$ cat config.mk
export PLATFORM = sky130hd
export DESIGN_NAME = date_string_parse_validate_flat
export DESIGN_NICKNAME = d
export VERILOG_FILES = /design/src/hdl/dspv_pkg.sv /design/src/hdl/dspv_if.sv /design/src/hdl/dspv_front.sv /design/src/hdl/dspv_queue.sv /design/src/hdl/dspv_back.sv /design/src/hdl/date_string_parse_validate.sv /design/src/flat_wrapper.sv
export SDC_FILE = /design/constraint.sdc
export NUM_CORES = 1
export LEC_CHECK = 0
export BUFFER_PORTS_ARGS = -buffer_cell sky130_fd_sc_hd__clkbuf_2
export CORE_AREA = 3 3 123 125
export CTS_BUF_LIST = sky130_fd_sc_hd__clkbuf_2 sky130_fd_sc_hd__clkbuf_4 sky130_fd_sc_hd__clkbuf_8
export DETAILED_ROUTE_END_ITERATION = 6
export DIE_AREA = 0 0 126 128
export GPL_TIMING_DRIVEN = 0
export MAX_ROUTING_LAYER = met4
export PLACE_DENSITY = 0.72
export SYNTH_ARGS = -nofsm -noshare
export SYNTH_HDL_FRONTEND = slang
export SYNTH_HIERARCHICAL = 1
export SYNTH_SLANG_ARGS = --single-unit
$ cat constraint.sdc
create_clock -name clk -period 13.38 [get_ports clk]
set_input_delay 1.338 -clock clk [delete_from_list [all_inputs] [get_ports clk]]
set_output_delay 1.338 -clock clk [all_outputs]
set_load 0.01 [all_outputs]
$ cat src/hdl/dspv_pkg.sv
// shared types, constants and helpers for the date string parser
package dspv_pkg;

    localparam int CHAR_W      = 8;
    localparam int STATUS_W    = 2;
    localparam int YEAR_W      = 12;
    localparam int MONTH_W     = 4;
    localparam int DAY_W       = 5;
    localparam int ACC_W       = 16;
    localparam int CFG_IDX_W   = 2;
    localparam int CFG_DATA_W  = 8;
    localparam int ORDER_W     = 2;
    localparam int NUM_FIELDS  = 3;
    localparam int FIELD_IDX_W = 2;
    localparam int DIGIT_W     = 4;
    localparam int KIND_W      = 2;
    localparam int QUEUE_DEPTH = 2;
    localparam int QUEUE_PTR_W = $clog2(QUEUE_DEPTH);
    localparam int QUEUE_CNT_W = $clog2(QUEUE_DEPTH + 1);

    // configuration register indexes
    localparam logic [CFG_IDX_W-1:0] REG_FIELD_ORDER = 2'd0;
    localparam logic [CFG_IDX_W-1:0] REG_EXTRA_SEP   = 2'd1;

    // field order codes
    localparam logic [ORDER_W-1:0] ORDER_MDY = 2'd0;
    localparam logic [ORDER_W-1:0] ORDER_DMY = 2'd1;
    localparam logic [ORDER_W-1:0] ORDER_YMD = 2'd2;

    // result status codes
    localparam logic [STATUS_W-1:0] ST_VALID  = 2'd0;
    localparam logic [STATUS_W-1:0] ST_SYNTAX = 2'd1;
    localparam logic [STATUS_W-1:0] ST_RANGE  = 2'd2;
    localparam logic [STATUS_W-1:0] ST_EMPTY  = 2'd3;

    // character classes
    typedef logic [KIND_W-1:0] kind_t;
    localparam kind_t KIND_END   = 2'd0;
    localparam kind_t KIND_DIGIT = 2'd1;
    localparam kind_t KIND_SEP   = 2'd2;
    localparam kind_t KIND_OTHER = 2'd3;

    localparam logic [CHAR_W-1:0] CHAR_NUL        = 8'h00;
    localparam logic [CHAR_W-1:0] CHAR_SLASH      = 8'h2F;
    localparam logic [CHAR_W-1:0] CHAR_DASH       = 8'h2D;
    localparam logic [CHAR_W-1:0] CHAR_ZERO       = 8'h30;
    localparam logic [CHAR_W-1:0] CHAR_NINE       = 8'h39;
    localparam logic [CHAR_W-1:0] EXTRA_SEP_RESET = 8'd46;

    localparam logic [ACC_W-1:0] YEAR_MIN      = 16'd1980;
    localparam logic [ACC_W-1:0] YEAR_MAX      = 16'd2099;
    localparam logic [ACC_W-1:0] SHORT_MAX     = 16'd99;
    localparam logic [ACC_W-1:0] SHORT_PIVOT   = 16'd80;
    localparam logic [ACC_W-1:0] CENTURY_1900  = 16'd1900;
    localparam logic [ACC_W-1:0] CENTURY_2000  = 16'd2000;
    localparam logic [ACC_W-1:0] MONTH_MAX     = 16'd12;
    localparam logic [MONTH_W-1:0] MONTH_FEB   = 4'd2;
    localparam logic [DAY_W-1:0] FEB_LEAP_DAYS = 5'd29;

    typedef struct packed {
        kind_t                kind;
        logic [DIGIT_W-1:0]   digit;
    } token_t;

    typedef struct packed {
        logic                  we;
        logic [CFG_IDX_W-1:0]  index;
        logic [CFG_DATA_W-1:0] data;
    } cfg_write_t;

    // days in a month, common year
    function automatic logic [DAY_W-1:0] month_length(input logic [MONTH_W-1:0] m);
        logic [DAY_W-1:0] len;
        case (m)
            4'd1, 4'd3, 4'd5, 4'd7, 4'd8, 4'd10, 4'd12: len = 5'd31;
            4'd4, 4'd6, 4'd9, 4'd11:                    len = 5'd30;
            4'd2:                                       len = 5'd28;
            default:                                    len = 5'd0;
        endcase
        return len;
    endfunction

endpackage

$ cat src/hdl/dspv_if.sv
// channel interfaces: character items in, date result items out

interface dspv_char_if;
    import dspv_pkg::*;
    logic              valid;
    logic              ready;
    logic [CHAR_W-1:0] character;

    modport source (output valid, output character, input ready);
    modport sink   (input valid, input character, output ready);
endinterface

interface dspv_date_if;
    import dspv_pkg::*;
    logic                valid;
    logic                ready;
    logic [STATUS_W-1:0] status;
    logic [YEAR_W-1:0]   year;
    logic [MONTH_W-1:0]  month;
    logic [DAY_W-1:0]    day;

    modport source (output valid, output status, output year, output month, output day,
                    input ready);
    modport sink   (input valid, input status, input year, input month, input day,
                    output ready);
endinterface

$ cat src/hdl/dspv_front.sv
// front end: accepts characters and classifies them into tokens
module dspv_front (
    input  logic                clk,
    input  logic                rst_n,
    input  dspv_pkg::cfg_write_t cfg,
    dspv_char_if.sink           chars,
    output logic                push_valid,
    output dspv_pkg::token_t    push_tok,
    input  logic                push_ready
);
    import dspv_pkg::*;

    logic [CHAR_W-1:0] extra_sep_reg;
    logic [CHAR_W-1:0] extra_sep_next;
    logic [CHAR_W-1:0] c;
    logic [CHAR_W-1:0] c_off;

    always_comb
    begin
        extra_sep_next = extra_sep_reg;
        if (cfg.we && cfg.index == REG_EXTRA_SEP)
        begin
            extra_sep_next = cfg.data;
        end
    end

    always_ff @(posedge clk or negedge rst_n)
    begin
        if (!rst_n)
        begin
            extra_sep_reg <= EXTRA_SEP_RESET;
        end
        else
        begin
            extra_sep_reg <= extra_sep_next;
        end
    end

    assign c     = chars.character;
    assign c_off = c - CHAR_ZERO;

    // end of string wins, then digits, then separators
    always_comb
    begin
        push_tok.digit = c_off[DIGIT_W-1:0];
        if (c == CHAR_NUL)
        begin
            push_tok.kind = KIND_END;
        end
        else if (c >= CHAR_ZERO && c <= CHAR_NINE)
        begin
            push_tok.kind = KIND_DIGIT;
        end
        else if (c == CHAR_SLASH || c == CHAR_DASH || c == extra_sep_reg)
        begin
            push_tok.kind = KIND_SEP;
        end
        else
        begin
            push_tok.kind = KIND_OTHER;
        end
    end

    assign push_valid  = chars.valid;
    assign chars.ready = push_ready;

endmodule

$ cat src/hdl/dspv_queue.sv
// short token queue between front and back
module dspv_queue (
    input  logic             clk,
    input  logic             rst_n,
    input  logic             push_valid,
    input  dspv_pkg::token_t push_tok,
    output logic             push_ready,
    output logic             pop_valid,
    output dspv_pkg::token_t pop_tok,
    input  logic             pop_ready
);
    import dspv_pkg::*;

    token_t                 slot_reg [QUEUE_DEPTH];
    logic [QUEUE_PTR_W-1:0] wr_ptr_reg;
    logic [QUEUE_PTR_W-1:0] wr_ptr_next;
    logic [QUEUE_PTR_W-1:0] rd_ptr_reg;
    logic [QUEUE_PTR_W-1:0] rd_ptr_next;
    logic [QUEUE_CNT_W-1:0] count_reg;
    logic [QUEUE_CNT_W-1:0] count_next;
    logic                   do_push;
    logic                   do_pop;

    assign push_ready = (count_reg != QUEUE_CNT_W'(QUEUE_DEPTH));
    assign pop_valid  = (count_reg != '0);
    assign pop_tok    = slot_reg[rd_ptr_reg];
    assign do_push    = push_valid && push_ready;
    assign do_pop     = pop_valid && pop_ready;

    function automatic logic [QUEUE_PTR_W-1:0] ptr_inc(input logic [QUEUE_PTR_W-1:0] p);
        logic [QUEUE_PTR_W-1:0] r;
        if (p == QUEUE_PTR_W'(QUEUE_DEPTH - 1))
        begin
            r = '0;
        end
        else
        begin
            r = p + 1'b1;
        end
        return r;
    endfunction

    always_comb
    begin
        wr_ptr_next = do_push ? ptr_inc(wr_ptr_reg) : wr_ptr_reg;
        rd_ptr_next = do_pop ? ptr_inc(rd_ptr_reg) : rd_ptr_reg;
        count_next  = count_reg;
        if (do_push && !do_pop)
        begin
            count_next = count_reg + 1'b1;
        end
        else if (do_pop && !do_push)
        begin
            count_next = count_reg - 1'b1;
        end
    end

    always_ff @(posedge clk or negedge rst_n)
    begin
        if (!rst_n)
        begin
            wr_ptr_reg <= '0;
            rd_ptr_reg <= '0;
            count_reg  <= '0;
        end
        else
        begin
            wr_ptr_reg <= wr_ptr_next;
            rd_ptr_reg <= rd_ptr_next;
            count_reg  <= count_next;
        end
    end

    always_ff @(posedge clk)
    begin
        if (do_push)
        begin
            slot_reg[wr_ptr_reg] <= push_tok;
        end
    end

endmodule

$ cat src/hdl/dspv_back.sv
// back end: parse state, number accumulation, date check and result register
module dspv_back (
    input  logic                 clk,
    input  logic                 rst_n,
    input  dspv_pkg::cfg_write_t cfg,
    input  logic                 tok_valid,
    input  dspv_pkg::token_t     tok,
    output logic                 tok_ready,
    dspv_date_if.source          dates
);
    import dspv_pkg::*;

    logic [ORDER_W-1:0]     order_reg;
    logic [ORDER_W-1:0]     order_next;
    logic [FIELD_IDX_W-1:0] field_idx_reg;
    logic [FIELD_IDX_W-1:0] field_idx_next;
    logic                   digits_seen_reg;
    logic                   digits_seen_next;
    logic                   done_reg;
    logic                   done_next;
    logic                   failed_reg;
    logic                   failed_next;
    logic                   any_seen_reg;
    logic                   any_seen_next;
    logic [ACC_W-1:0]       acc_reg  [NUM_FIELDS];
    logic [ACC_W-1:0]       acc_next [NUM_FIELDS];

    logic                   out_valid_reg;
    logic                   out_valid_next;
    logic [STATUS_W-1:0]    out_status_reg;
    logic [YEAR_W-1:0]      out_year_reg;
    logic [MONTH_W-1:0]     out_month_reg;
    logic [DAY_W-1:0]       out_day_reg;

    logic                   out_free;
    logic                   take;
    logic                   is_end;
    logic                   active;

    logic [ACC_W-1:0]       y_raw;
    logic [ACC_W-1:0]       m_raw;
    logic [ACC_W-1:0]       d_raw;
    logic [ACC_W-1:0]       y_exp;
    logic [DAY_W-1:0]       day_lim;
    logic                   range_ok;
    logic                   complete;
    logic [STATUS_W-1:0]    fin_status;

    assign out_free  = !out_valid_reg || dates.ready;
    assign is_end    = (tok.kind == KIND_END);
    assign tok_ready = !is_end || out_free;
    assign take      = tok_valid && tok_ready;
    assign active    = !failed_reg && !done_reg;

    // configuration
    always_comb
    begin
        order_next = order_reg;
        if (cfg.we && cfg.index == REG_FIELD_ORDER)
        begin
            order_next = cfg.data[ORDER_W-1:0];
        end
    end

    // parse state
    always_comb
    begin
        field_idx_next   = field_idx_reg;
        digits_seen_next = digits_seen_reg;
        done_next        = done_reg;
        failed_next      = failed_reg;
        any_seen_next    = any_seen_reg;
        if (take)
        begin
            if (is_end)
            begin
                field_idx_next   = '0;
                digits_seen_next = 1'b0;
                done_next        = 1'b0;
                failed_next      = 1'b0;
                any_seen_next    = 1'b0;
            end
            else
            begin
                any_seen_next = 1'b1;
                if (active)
                begin
                    if (tok.kind == KIND_DIGIT)
                    begin
                        digits_seen_next = 1'b1;
                    end
                    else if (!digits_seen_reg)
                    begin
                        failed_next = 1'b1;
                    end
                    else if (field_idx_reg == FIELD_IDX_W'(NUM_FIELDS - 1))
                    begin
                        done_next = 1'b1;
                    end
                    else if (tok.kind == KIND_SEP)
                    begin
                        field_idx_next   = field_idx_reg + 1'b1;
                        digits_seen_next = 1'b0;
                    end
                    else
                    begin
                        failed_next = 1'b1;
                    end
                end
            end
        end
    end

    // one accumulator lane per number, each times ten plus digit
    always_comb
    begin
        for (int k = 0; k < NUM_FIELDS; k++)
        begin
            acc_next[k] = acc_reg[k];
            if (take && is_end)
            begin
                acc_next[k] = '0;
            end
            else if (take && active && tok.kind == KIND_DIGIT
                     && field_idx_reg == FIELD_IDX_W'(k))
            begin
                acc_next[k] = (acc_reg[k] << 3) + (acc_reg[k] << 1)
                              + ACC_W'(tok.digit);
            end
        end
    end

    // final check
    always_comb
    begin
        case (order_reg)
            ORDER_DMY:
            begin
                d_raw = acc_reg[0];
                m_raw = acc_reg[1];
                y_raw = acc_reg[2];
            end
            ORDER_YMD:
            begin
                y_raw = acc_reg[0];
                m_raw = acc_reg[1];
                d_raw = acc_reg[2];
            end
            default:
            begin
                m_raw = acc_reg[0];
                d_raw = acc_reg[1];
                y_raw = acc_reg[2];
            end
        endcase

        if (y_raw <= SHORT_MAX)
        begin
            y_exp = y_raw + ((y_raw >= SHORT_PIVOT) ? CENTURY_1900 : CENTURY_2000);
        end
        else
        begin
            y_exp = y_raw;
        end

        // within 1980-2099 a leap year is just a multiple of four
        day_lim = month_length(m_raw[MONTH_W-1:0]);
        if (m_raw[MONTH_W-1:0] == MONTH_FEB && y_exp[1:0] == 2'b00)
        begin
            day_lim = FEB_LEAP_DAYS;
        end

        range_ok = (m_raw != '0) && (m_raw <= MONTH_MAX)
                   && (y_exp >= YEAR_MIN) && (y_exp <= YEAR_MAX)
                   && (d_raw != '0) && (d_raw <= ACC_W'(day_lim));

        complete = done_reg
                   || (field_idx_reg == FIELD_IDX_W'(NUM_FIELDS - 1) && digits_seen_reg);

        if (!any_seen_reg)
        begin
            fin_status = ST_EMPTY;
        end
        else if (failed_reg || !complete)
        begin
            fin_status = ST_SYNTAX;
        end
        else if (!range_ok)
        begin
            fin_status = ST_RANGE;
        end
        else
        begin
            fin_status = ST_VALID;
        end
    end

    always_comb
    begin
        out_valid_next = out_valid_reg;
        if (take && is_end)
        begin
            out_valid_next = 1'b1;
        end
        else if (dates.ready)
        begin
            out_valid_next = 1'b0;
        end
    end

    always_ff @(posedge clk or negedge rst_n)
    begin
        if (!rst_n)
        begin
            order_reg       <= ORDER_MDY;
            field_idx_reg   <= '0;
            digits_seen_reg <= 1'b0;
            done_reg        <= 1'b0;
            failed_reg      <= 1'b0;
            any_seen_reg    <= 1'b0;
            out_valid_reg   <= 1'b0;
            for (int k = 0; k < NUM_FIELDS; k++)
            begin
                acc_reg[k] <= '0;
            end
        end
        else
        begin
            order_reg       <= order_next;
            field_idx_reg   <= field_idx_next;
            digits_seen_reg <= digits_seen_next;
            done_reg        <= done_next;
            failed_reg      <= failed_next;
            any_seen_reg    <= any_seen_next;
            out_valid_reg   <= out_valid_next;
            for (int k = 0; k < NUM_FIELDS; k++)
            begin
                acc_reg[k] <= acc_next[k];
            end
        end
    end

    always_ff @(posedge clk)
    begin
        if (take && is_end)
        begin
            out_status_reg <= fin_status;
            if (fin_status == ST_VALID)
            begin
                out_year_reg  <= y_exp[YEAR_W-1:0];
                out_month_reg <= m_raw[MONTH_W-1:0];
                out_day_reg   <= d_raw[DAY_W-1:0];
            end
            else
            begin
                out_year_reg  <= '0;
                out_month_reg <= '0;
                out_day_reg   <= '0;
            end
        end
    end

    assign dates.valid  = out_valid_reg;
    assign dates.status = out_status_reg;
    assign dates.year   = out_year_reg;
    assign dates.month  = out_month_reg;
    assign dates.day    = out_day_reg;

endmodule

$ cat src/hdl/date_string_parse_validate.sv
// top level of the date string parser and validator
//
// takes a date string one character item per cycle on chars, a zero character
// closing the string, and for each closed string gives one result item on dates:
// a status (valid, syntax error, out of range, empty) and the year, month and day,
// which are zero unless the status is valid. the three numbers stand in the order
// set by field_order (month-day-year, day-month-year, year-month-day) and are
// separated by '/', '-' or the extra_separator character; two-digit years map to
// 1980-2079 style windows (80-99 to 19xx, 0-79 to 20xx) and the date must fall in
// 1980-2099. throughput is one character per cycle while the token queue is not
// full, the back end accumulating each digit as it takes it; a closing character
// goes through the token queue, then the result register holding its result item.
// the front end classifies characters into tokens, a two-entry queue decouples it
// from the back end, so a stalled dates channel only stops chars once the queue
// fills. configuration is written through cfg_we, cfg_index and cfg_data; the
// user must write it only while the block is idle, the block does not enforce it;
// index 0 is field_order, index 1 is extra_separator, others ignored
module date_string_parse_validate (
    input  logic                                clk,
    input  logic                                rst_n,
    input  logic                                cfg_we,
    input  logic [dspv_pkg::CFG_IDX_W-1:0]      cfg_index,
    input  logic [dspv_pkg::CFG_DATA_W-1:0]     cfg_data,
    dspv_char_if.sink                           chars,
    dspv_date_if.source                         dates
);
    import dspv_pkg::*;

    cfg_write_t cfg;
    // front to queue
    logic       push_valid;
    token_t     push_tok;
    logic       push_ready;
    // queue to back
    logic       pop_valid;
    token_t     pop_tok;
    logic       pop_ready;

    assign cfg.we    = cfg_we;
    assign cfg.index = cfg_index;
    assign cfg.data  = cfg_data;

    // character classification, holds extra_separator
    dspv_front u_front (
        .clk        (clk),
        .rst_n      (rst_n),
        .cfg        (cfg),
        .chars      (chars),
        .push_valid (push_valid),
        .push_tok   (push_tok),
        .push_ready (push_ready)
    );

    // decoupling queue
    dspv_queue u_queue (
        .clk        (clk),
        .rst_n      (rst_n),
        .push_valid (push_valid),
        .push_tok   (push_tok),
        .push_ready (push_ready),
        .pop_valid  (pop_valid),
        .pop_tok    (pop_tok),
        .pop_ready  (pop_ready)
    );

    // parser, date check and result register, holds field_order
    dspv_back u_back (
        .clk       (clk),
        .rst_n     (rst_n),
        .cfg       (cfg),
        .tok_valid (pop_valid),
        .tok       (pop_tok),
        .tok_ready (pop_ready),
        .dates     (dates)
    );

`ifndef SYNTHESIS
    // an accepted character is in the queue on the next cycle
    assert property (@(posedge clk) disable iff (!rst_n)
        (chars.valid && chars.ready) |=> pop_valid)
        else $error("accepted item missing from token queue");

    // non-valid results carry a zero date
    assert property (@(posedge clk) disable iff (!rst_n)
        (dates.valid && dates.status != ST_VALID)
            |-> (dates.year == '0 && dates.month == '0 && dates.day == '0))
        else $error("nonzero date on failed result");

    // valid results stay inside the calendar window
    assert property (@(posedge clk) disable iff (!rst_n)
        (dates.valid && dates.status == ST_VALID)
            |-> (dates.month != '0 && dates.month <= 4'd12 && dates.day != '0
                 && dates.year >= 12'd1980 && dates.year <= 12'd2099))
        else $error("valid result outside calendar range");

    // a closing token is only taken when the result register can load
    assert property (@(posedge clk) disable iff (!rst_n)
        (pop_valid && pop_ready && pop_tok.kind == KIND_END) |=> dates.valid)
        else $error("end of string did not produce a result");
`endif

endmodule

$ cat src/flat_wrapper.sv
// flat-port wrapper written by rule: the top's interface ports become plain ports
module date_string_parse_validate_flat import dspv_pkg::*;
  (clk, rst_n, cfg_we, cfg_index, cfg_data, chars_valid, chars_character, chars_ready, dates_valid, dates_status, dates_year, dates_month, dates_day, dates_ready);
  dspv_char_if chars_i ();
  dspv_date_if dates_i ();
  input  logic clk;
  input  logic rst_n;
  input  logic cfg_we;
  input  logic [dspv_pkg::CFG_IDX_W-1:0] cfg_index;
  input  logic [dspv_pkg::CFG_DATA_W-1:0] cfg_data;
  input wire logic [$bits(chars_i.valid)-1:0] chars_valid;
  input wire logic [$bits(chars_i.character)-1:0] chars_character;
  output wire logic [$bits(chars_i.ready)-1:0] chars_ready;
  output wire logic [$bits(dates_i.valid)-1:0] dates_valid;
  output wire logic [$bits(dates_i.status)-1:0] dates_status;
  output wire logic [$bits(dates_i.year)-1:0] dates_year;
  output wire logic [$bits(dates_i.month)-1:0] dates_month;
  output wire logic [$bits(dates_i.day)-1:0] dates_day;
  input wire logic [$bits(dates_i.ready)-1:0] dates_ready;
  assign chars_i.valid = chars_valid;
  assign chars_i.character = chars_character;
  assign chars_ready = chars_i.ready;
  assign dates_valid = dates_i.valid;
  assign dates_status = dates_i.status;
  assign dates_year = dates_i.year;
  assign dates_month = dates_i.month;
  assign dates_day = dates_i.day;
  assign dates_i.ready = dates_ready;
  date_string_parse_validate u_core (.clk(clk), .rst_n(rst_n), .cfg_we(cfg_we), .cfg_index(cfg_index), .cfg_data(cfg_data), .chars(chars_i), .dates(dates_i));
endmodule
==> reports/summary.json, run 1 <==
{
  "cap_viol_max_count": {"value": 0},
  "postCtsSetupBuffers": {"value": 0},
  "cts_max_level": {"value": 3},
  "ctsResizeCount": {"value": 0},
  "critPathSlowestCell": {"value": "sky130_fd_sc_hd__nor4_1"},
  "cpPeakStageDelay": {"value": 0.60, "unit": "ns"},
  "remaining_drc_errors": {"value": 0},
  "area_delta_synth_final": {"value": 8.57, "unit": "%"},
  "synth_top_area_share": {"value": 0.212},
  "number_of_global_route_vias_before_repair": {"value": 6325},
  "grt_first_pass_wirelength": {"value": 30700, "unit": "um"},
  "overflow": {"value": 0},
  "num_rows": {"value": 43},
  "reg2reg_setup_slack": {"value": 7.38, "unit": "ns"},
  "antenna_found_initial": {"value": 0},
  "gp_congestion": {"value": 0.911},
  "synth.most_common_cell": {"value": "sky130_fd_sc_hd__ha_1"},
  "max_reg_flops": {"value": 48},
  "timing.clock.skew": {"value": 0.0187, "unit": "ns"},
  "worst_r2r_endpoint": {"value": "u_core/u_back/dates.month[1]"},
  "antenna_cells_inserted": {"value": 0},
  "tritoncts": {"value": "yes"},
  "worstPathArrival": {"value": 6.21, "unit": "ns"},
  "worst_ir_drop_vdd": {"value": 0.0902, "unit": "mV"},
  "synth.yosys.seq_area_share": {"value": 0.362},
  "route.antenna.remaining_nets": {"value": 0},
  "setup-violations-final": {"value": 0},
  "pwr_density_cell": {"value": 245, "unit": "nW/um^2"},
  "postSynthRegisterBits": {"value": 104},
  "finalWorstPathRequiredPeriod": {"value": 6.00, "unit": "ns"},
  "vias_per_cell": {"value": 6.12},
  "die_area": {"value": 16100, "unit": "sq um"},
  "clk_path_buf_depth": {"value": 2},
  "synth.mux.area_fraction": {"value": 0.0522},
  "synth.top_cells.by_count": {"value": "sky130_fd_sc_hd__ha_1 (95), sky130_fd_sc_hd__o21ai_0 (76), sky130_fd_sc_hd__dfrtp_1 (65)"},
  "clk_latency": {"value": 0.40, "unit": "ns"},
  "initial_utilization": {"value": 0.550},
  "leakagePower": {"value": 3.77, "unit": "nW"},
  "die_h": {"value": 128, "unit": "um"},
  "post_cts_hold_buffer_count": {"value": 0},
  "rsz0062_at_grt": {"value": "false"},
  "sequential_cell_area": {"value": 2780, "unit": "sq um"},
  "synth-simple-area-share": {"value": 0.165},
  "path_buf_inv": {"value": 5},
  "async_reset_ff_frac": {"value": 0.663},
  "timing_worst_slew_pin_value": {"value": 1.23, "unit": "ns"},
  "rr_startpoint": {"value": "u_core/u_back/order_reg[0]"},
  "hold-path-cell-count": {"value": 1},
  "crit_required": {"value": 13.59, "unit": "ns"},
  "final_hold_viol_count": {"value": 0},
  "post_synth_edffs": {"value": 35},
  "yosys_warnings": {"value": 6},
  "ys_top_cells_by_area": {"value": "sky130_fd_sc_hd__dfrtp_1 (21%), sky130_fd_sc_hd__ha_1 (15%), sky130_fd_sc_hd__edfxtp_1 (14%)"},
  "design.core.area": {"value": 14000, "unit": "sq um"},
  "setup.worst_path.start_class": {"value": "flip-flop"},
  "critical_path.endpoint_type": {"value": "flip-flop"},
  "drt_pre_antenna_iters": {"value": 6},
  "syn-num-nets": {"value": 908},
  "cts.clk_slew.worst_paths": {"value": 0.11, "unit": "ns"},
  "num_io_pins": {"value": 48},
  "grt_usage": {"value": 0.241},
  "final_routed_wirelength_across_all_metal_layers": {"value": 18600, "unit": "um"},
  "synth_top_family_by_area": {"value": "adder cells"},
  "post_synth_fa_ha_maj_area_fraction": {"value": 0.173},
  "yosys.area_share.xor_xnor": {"value": 0.0638},
  "yosysTopAreaCell": {"value": "sky130_fd_sc_hd__dfrtp_1"},
  "worst_path_dominant_cell_family": {"value": "compound AO/OA/AOI/OAI gates"},
  "worstSetupPathType": {"value": "flip-flop to flip-flop"},
  "count_of_pins_over_their_slew_limit": {"value": 0},
  "cts_made_buffers": {"value": 9},
  "root_buffer_master": {"value": "sky130_fd_sc_hd__clkbuf_8"},
  "relSlewSlack": {"value": 0.179},
  "post_synth.cell_area_avg": {"value": 9.82, "unit": "sq um"},
  "layout_worst_path_cycle_share": {"value": 0.448},
  "total_via_count_after_detailed_routing": {"value": 6280},
  "fin_setup_tns": {"value": 0, "unit": "ns"},
  "ratio_of_cells_with_drive_above_1_in_the_final_layout": {"value": 0.147},
  "multiInputGateArea": {"value": 4640, "unit": "sq um"},
  "wl_per_cell": {"value": 18.1, "unit": "um"},
  "die_x": {"value": 126, "unit": "um"},
  "synth_area": {"value": 7690, "unit": "sq um"},
  "postSynthCellCount": {"value": 783},
  "hold_path_class": {"value": "flip-flop to flip-flop"},
  "synth_flop_cell": {"value": "sky130_fd_sc_hd__dfrtp_1"},
  "drt_first_iter_violations": {"value": 374},
  "grt_start_max_net_pins": {"value": 42},
  "synth_compound_area_frac": {"value": 0.149},
  "worstHoldStart": {"value": "u_core/u_queue/wr_ptr_reg"},
  "outcome": {"value": "completed"},
  "ys_types": {"value": 77},
  "nets": {"value": 966},
  "end_of_the_worst_hold_path": {"value": "u_core/u_queue/wr_ptr_reg"},
  "fmax": {"value": 167, "unit": "MHz"},
  "utilization": {"value": 0.597},
  "number_of_sinks_driven_by_the_clock_tree": {"value": 104},
  "critical_path_cell_list": {"value": "inv_1, ha_1, buf_4, buf_2, buf_1, mux2_2, nor2_1, o21ai_0, ha_1, fa_1, a21o_1, a21oi_1, nand2_1, a21oi_1, o21ai_0, nor4_1, o2111ai_2, buf_6, nor2_1"},
  "depth_of_the_worst_register_to_register_path": {"value": 19},
  "fill_cells": {"value": 1192},
  "port_buffers": {"value": 46},
  "cp_max_fo": {"value": 10},
  "dp_wirelength": {"value": 14400, "unit": "um"}
}
-- how the worst max path moves through the flow --
stage	startpoint	cells past startpoint	slack, ns	endpoint
2_1_floorplan	u_core/u_back/order_reg[0]	19	8.62	u_core/u_back/dates.year[6]
3_3_place_gp	u_core/u_back/order_reg[0]	19	7.71	u_core/u_back/dates.month[1]
3_5_place_dp	u_core/u_back/order_reg[0]	19	7.64	u_core/u_back/dates.month[1]
4_1_cts	u_core/u_back/order_reg[0]	19	7.59	u_core/u_back/dates.month[1]
5_1_grt	u_core/u_back/order_reg[0]	19	7.04	u_core/u_back/dates.month[1]
6_report	u_core/u_back/order_reg[0]	19	7.38	u_core/u_back/dates.month[1]
-- routing by layer --
metal,track usage,up-vias,share of wire
met2,0.422,186,0.51
met1,0.284,3069,0.42
li1,-,2985,-
met3,0.0342,40,0.043
met5,-,-,0
met4,0.0915,0,0.026
-- power breakdown --
| group | internal (W) | switching, W | leakage [nW] | total [W] |
|---|---|---|---|---|
| logic | 0.000558 | 0.000716 | 2.50 | 0.00127 |
| registers | 0.000429 | 0.000154 | 1.18 | 0.000583 |
| clock network | 0.0000728 | 0.000118 | 0.0930 | 0.000191 |
-- cell families after synthesis --
logic type | count (synthesis)
xor+xnor | 56
fa+ha+maj | 102
compound gates | 181
simple gates | 243
mux | 37
buf+inv | 60
flops | 104
-- stage by stage --
step                      setup slack [ns]  cells  power [W]  hold WS [ns]  instance area (sq um)
after floorplan                       8.62    783    0.00153         0.461                   7690
after global placement                7.71   1009    0.00177         0.476                   8150
after detailed placement              7.64   1010    0.00184         0.483                   8170
after CTS                             7.59   1026    0.00203         0.510                   8350
after global routing                  7.04   1026    0.00223         0.531                   8350
final                                 7.38   1026    0.00205         0.511                   8350
-- worst reg2reg max path, cell delays in order, from the launching register on --
cell and delay [ns]:
sky130_fd_sc_hd__dfrtp_1 0.40, sky130_fd_sc_hd__inv_1 0.12, sky130_fd_sc_hd__ha_1 0.33, sky130_fd_sc_hd__buf_4 0.27, sky130_fd_sc_hd__buf_2 0.26, sky130_fd_sc_hd__buf_1 0.46
sky130_fd_sc_hd__mux2_2 0.45, sky130_fd_sc_hd__nor2_1 0.10, sky130_fd_sc_hd__o21ai_0 0.24, sky130_fd_sc_hd__ha_1 0.36, sky130_fd_sc_hd__fa_1 0.42, sky130_fd_sc_hd__a21o_1 0.19
sky130_fd_sc_hd__a21oi_1 0.43, sky130_fd_sc_hd__nand2_1 0.13, sky130_fd_sc_hd__a21oi_1 0.27, sky130_fd_sc_hd__o21ai_0 0.13, sky130_fd_sc_hd__nor4_1 0.60, sky130_fd_sc_hd__o2111ai_2 0.23
sky130_fd_sc_hd__buf_6 0.22, sky130_fd_sc_hd__nor2_1 0.20
-- placed cells by master (no fill, tap or decap), types with 4 or more instances in the layout --
cell type,count
sky130_fd_sc_hd__ha_1,95
sky130_fd_sc_hd__o21ai_0,76
sky130_fd_sc_hd__dfrtp_1,65
sky130_fd_sc_hd__nand3_1,63
sky130_fd_sc_hd__nor2_1,55
sky130_fd_sc_hd__clkbuf_2,45
sky130_fd_sc_hd__a21oi_1,40
sky130_fd_sc_hd__nand2_1,40
sky130_fd_sc_hd__edfxtp_1,35
sky130_fd_sc_hd__xnor2_1,30
sky130_fd_sc_hd__inv_1,29
sky130_fd_sc_hd__xor2_1,26
sky130_fd_sc_hd__mux2_2,19
sky130_fd_sc_hd__mux2i_1,15
sky130_fd_sc_hd__nor3_1,15
sky130_fd_sc_hd__nor2b_1,15
sky130_fd_sc_hd__clkbuf_1,12
sky130_fd_sc_hd__clkbuf_8,9
sky130_fd_sc_hd__nor4_1,9
sky130_fd_sc_hd__or2_2,8
sky130_fd_sc_hd__o21a_1,8
sky130_fd_sc_hd__buf_4,7
sky130_fd_sc_hd__buf_1,7
sky130_fd_sc_hd__nand2b_1,7
sky130_fd_sc_hd__fa_1,7
sky130_fd_sc_hd__o211ai_1,6
sky130_fd_sc_hd__a21o_1,5
sky130_fd_sc_hd__nand4_1,5
sky130_fd_sc_hd__o21bai_1,5
sky130_fd_sc_hd__a31oi_1,4
sky130_fd_sc_hd__dfstp_2,4
-- area by class of cell --
type	count	area share
multi-input cells	619	0.555
well taps	180	0.0270
clock inverters	6	0.00599
plain buffers	31	0.0193
flip-flops and latches	104	0.333
repair buffers	47	0.0303
clock buffers	10	0.0157
inverters	29	0.0130
(Power assumes the default switching activity.)
==> run 2, diff against run 1 <==
Settings changed: PLACE_DENSITY 0.72 to 0.75.
Clock period 13.38 ns to 5.51 ns, I/O delays scaled along.
==> run 2 against run 1 <==
Critical path depth down 2. Core utilization up 0.32 points. Cell count about the same. Largest power group unchanged. Critical endpoint is now u_core/u_back/dates.status[1]. Non-clock buffer count down 1. Total power up 140%. Setup slack worse by 7.0 ns. Die area unchanged.
==> reports/summary.json, run 2 (same netlist as run 1, synthesis figures left out) <==
{
  "wl_per_cell": {"value": 16.4, "unit": "um", "change": "was 18.1 um"},
  "post-route-worst-setup-slack": {"value": 0.379, "unit": "ns", "change": "was 7.38 ns"},
  "ratio_of_cells_with_drive_above_1_in_the_final_layout": {"value": 0.153, "change": "was 0.147"},
  "count_of_pins_over_their_slew_limit": {"value": 0, "change": "unchanged"},
  "die_x": {"value": 126, "unit": "um", "change": "unchanged"},
  "cts_made_buffers": {"value": 9, "change": "unchanged"},
  "dp_wirelength": {"value": 12900, "unit": "um", "change": "was 14400 um"},
  "final-instance-count-excl-fill": {"value": 1025, "change": "was 1026"},
  "worstPathArrival": {"value": 5.29, "unit": "ns", "change": "was 6.21 ns"},
  "clk_path_buf_depth": {"value": 2, "change": "unchanged"},
  "timing.clock.skew": {"value": 0.0164, "unit": "ns", "change": "was 0.0187 ns"},
  "rsz0062_at_grt": {"value": "false", "change": "unchanged"},
  "crit_required": {"value": 5.67, "unit": "ns", "change": "was 13.59 ns"},
  "num_rows": {"value": 43, "change": "unchanged"},
  "worstSetupPathType": {"value": "flip-flop to flip-flop", "change": "unchanged"},
  "gp_congestion": {"value": 0.903, "change": "was 0.911"},
  "initial_utilization": {"value": 0.550, "change": "unchanged"},
  "hold_ws": {"value": 0.0224, "unit": "ns", "change": "was 0.511 ns"},
  "die_area": {"value": 16100, "unit": "sq um", "change": "unchanged"},
  "fmax": {"value": 195, "unit": "MHz", "change": "was 167 MHz"},
  "max_reg_flops": {"value": 48, "change": "unchanged"},
  "depth_of_the_worst_register_to_register_path": {"value": 17, "change": "was 19"},
  "cp_max_fo": {"value": 19, "change": "was 10"},
  "worst_r2r_endpoint": {"value": "u_core/u_back/dates.status[1]", "change": "was u_core/u_back/dates.month[1]"},
  "antenna_found_initial": {"value": 0, "change": "unchanged"},
  "relSlewSlack": {"value": 0.240, "change": "was 0.179"},
  "fill_cells": {"value": 1240, "change": "was 1192"},
  "remaining_drc_errors": {"value": 0, "change": "unchanged"},
  "post_cts_hold_buffer_count": {"value": 0, "change": "unchanged"},
  "leakagePower": {"value": 3.78, "unit": "nW", "change": "was 3.77 nW"},
  "setup-violations-final": {"value": 0, "change": "unchanged"},
  "timing_worst_slew_pin_value": {"value": 1.14, "unit": "ns", "change": "was 1.23 ns"},
  "number_of_sinks_driven_by_the_clock_tree": {"value": 104, "change": "unchanged"},
  "grt_first_pass_wirelength": {"value": 28100, "unit": "um", "change": "was 30700 um"},
  "power.total": {"value": 0.00495, "unit": "W", "change": "was 0.00205 W"},
  "cts_max_level": {"value": 3, "change": "unchanged"},
  "nets": {"value": 965, "change": "was 966"},
  "root_buffer_master": {"value": "sky130_fd_sc_hd__clkbuf_8", "change": "unchanged"},
  "reg2reg_setup_slack": {"value": 0.38, "unit": "ns", "change": "was 7.38 ns"},
  "vias_per_cell": {"value": 5.89, "change": "was 6.12"},
  "pwr_density_cell": {"value": 590, "unit": "nW/um^2", "change": "was 245 nW/um^2"},
  "tritoncts": {"value": "yes", "change": "unchanged"},
  "dp.cells": {"value": 1010, "change": "unchanged"},
  "overflow": {"value": 0, "change": "unchanged"},
  "layout_worst_path_cycle_share": {"value": 0.931, "change": "was 0.448"},
  "worst_ir_drop_vdd": {"value": 0.263, "unit": "mV", "change": "was 0.0902 mV"},
  "cts.clk_slew.worst_paths": {"value": 0.12, "unit": "ns", "change": "was 0.11 ns"},
  "rr_startpoint": {"value": "u_core/u_back/order_reg[0]", "change": "unchanged"},
  "final_routed_wirelength_across_all_metal_layers": {"value": 16800, "unit": "um", "change": "was 18600 um"},
  "drt_pre_antenna_iters": {"value": 5, "change": "was 6"},
  "pre_cts_slack": {"value": -0.228, "unit": "ns", "change": "was 7.64 ns"},
  "outcome": {"value": "completed", "change": "unchanged"},
  "port_buffers": {"value": 46, "change": "unchanged"},
  "grt_start_max_net_pins": {"value": 60, "change": "was 42"},
  "layout_commonest_cell": {"value": "sky130_fd_sc_hd__ha_1", "change": "unchanged"},
  "finalWorstPathRequiredPeriod": {"value": 5.13, "unit": "ns", "change": "was 6.00 ns"},
  "cap_viol_max_count": {"value": 0, "change": "unchanged"},
  "route.antenna.remaining_nets": {"value": 0, "change": "unchanged"},
  "final_hold_viol_count": {"value": 0, "change": "unchanged"},
  "design.core.area": {"value": 14000, "unit": "sq um", "change": "unchanged"},
  "utilization": {"value": 0.600, "change": "was 0.597"},
  "critical_path.endpoint_type": {"value": "flip-flop", "change": "unchanged"},
  "postCtsSetupBuffers": {"value": 0, "change": "unchanged"},
  "antenna_cells_inserted": {"value": 0, "change": "unchanged"},
  "die_h": {"value": 128, "unit": "um", "change": "unchanged"},
  "num_io_pins": {"value": 48, "change": "unchanged"},
  "total_via_count_after_detailed_routing": {"value": 6033, "change": "was 6280"},
  "drt_first_iter_violations": {"value": 382, "change": "was 374"},
  "area_delta_synth_final": {"value": 9.16, "unit": "%", "change": "was 8.57%"},
  "setup.worst_path.start_class": {"value": "flip-flop", "change": "unchanged"},
  "number_of_global_route_vias_before_repair": {"value": 5909, "change": "was 6325"},
  "grt_usage": {"value": 0.219, "change": "was 0.241"},
  "clk_latency": {"value": 0.39, "unit": "ns", "change": "was 0.40 ns"},
  "hold_path_class": {"value": "input port to asynchronous set/reset pin", "change": "was flip-flop to flip-flop"},
  "most-common-layout-cells": {"value": "sky130_fd_sc_hd__ha_1 (95), sky130_fd_sc_hd__o21ai_0 (75), sky130_fd_sc_hd__dfrtp_1 (65)", "change": "was sky130_fd_sc_hd__ha_1 (95), sky130_fd_sc_hd__o21ai_0 (76), sky130_fd_sc_hd__dfrtp_1 (65)"}
}
run 2: cell types whose count changed in the layout (fill, tap and decap cells not counted), sizes merged:
cell / before / now
clkinv: 1 / 2
buf: 20 / 19
clkinvlp: 1 / 0
run 2: timing repair:
item,CTS,global route
setup endpoints to repair,21,22
resized for setup,2,5
endpoints found under the hold margin,0,0
run 2: layout make-up:
type | count | area (sq um) | area share
Clock inverter | 6 | 62.6 | 0.00745
Timing Repair Buffer | 47 | 260 | 0.0310
Multi-Input combinational cell | 619 | 4670 | 0.556
Sequential cell | 104 | 2780 | 0.331
Tap cell | 180 | 225 | 0.0268
Buffer | 30 | 158 | 0.0188
Clock buffer | 10 | 131 | 0.0157
Inverter | 29 | 109 | 0.0130
run 2: how the worst max path moves through the flow:
stage / startpoint / endpoint / slack [ns] / cells past startpoint
floorplan: u_core/u_back/order_reg[0] / u_core/u_back/dates.year[6] / 0.75 / 19
global placement: u_core/u_back/order_reg[0] / u_core/u_back/dates.status[1] / -0.23 / 18
detailed placement: u_core/u_back/order_reg[0] / u_core/u_back/dates.status[1] / -0.23 / 18
CTS: u_core/u_back/order_reg[0] / u_core/u_back/dates.status[1] / 0.10 / 17
global route: u_core/u_back/order_reg[0] / u_core/u_back/dates.year[6] / 0.04 / 18
finish: u_core/u_back/order_reg[0] / u_core/u_back/dates.status[1] / 0.38 / 17
run 2: power by group:
| group | switching [W] | internal [W] |
|---|---|---|
| logic | 0.00171 | 0.00136 |
| registers | 0.000357 | 0.00104 |
| clock network | 0.000302 | 0.000183 |
| total | 0.00236 | 0.00258 |
run 2: stage by stage:
stage / area [sq um] / setup TNS, ns
6_report: 8390 / 0
5_1_grt: 8390 / 0
4_1_cts: 8380 / 0
3_5_place_dp: 8180 / -2.56
3_3_place_gp: 8150 / -2.21
2_1_floorplan: 7690 / 0
run 2: layer usage:
metal | up-vias | track usage | share of wire
met5 | - | - | 0
met4 | 0 | 0.0681 | 0.018
met3 | 20 | 0.0271 | 0.054
met2 | 173 | 0.356 | 0.46
met1 | 2865 | 0.289 | 0.46
li1 | 2975 | - | -
run 2: worst max-delay path, stage by stage (launching register included):
cell and delay [ns]:
sky130_fd_sc_hd__dfrtp_1 0.40, sky130_fd_sc_hd__inv_1 0.11, sky130_fd_sc_hd__ha_1 0.37, sky130_fd_sc_hd__buf_4 0.28
sky130_fd_sc_hd__buf_2 0.38, sky130_fd_sc_hd__mux2_2 0.44, sky130_fd_sc_hd__nor2_1 0.12, sky130_fd_sc_hd__o21ai_1 0.16
sky130_fd_sc_hd__ha_1 0.30, sky130_fd_sc_hd__fa_1 0.39, sky130_fd_sc_hd__a21o_1 0.20, sky130_fd_sc_hd__a21oi_2 0.28
sky130_fd_sc_hd__nand2_1 0.12, sky130_fd_sc_hd__a21oi_1 0.23, sky130_fd_sc_hd__o21ai_0 0.14, sky130_fd_sc_hd__nor4_2 0.44
sky130_fd_sc_hd__o211ai_1 0.24, sky130_fd_sc_hd__a21bo_2 0.28
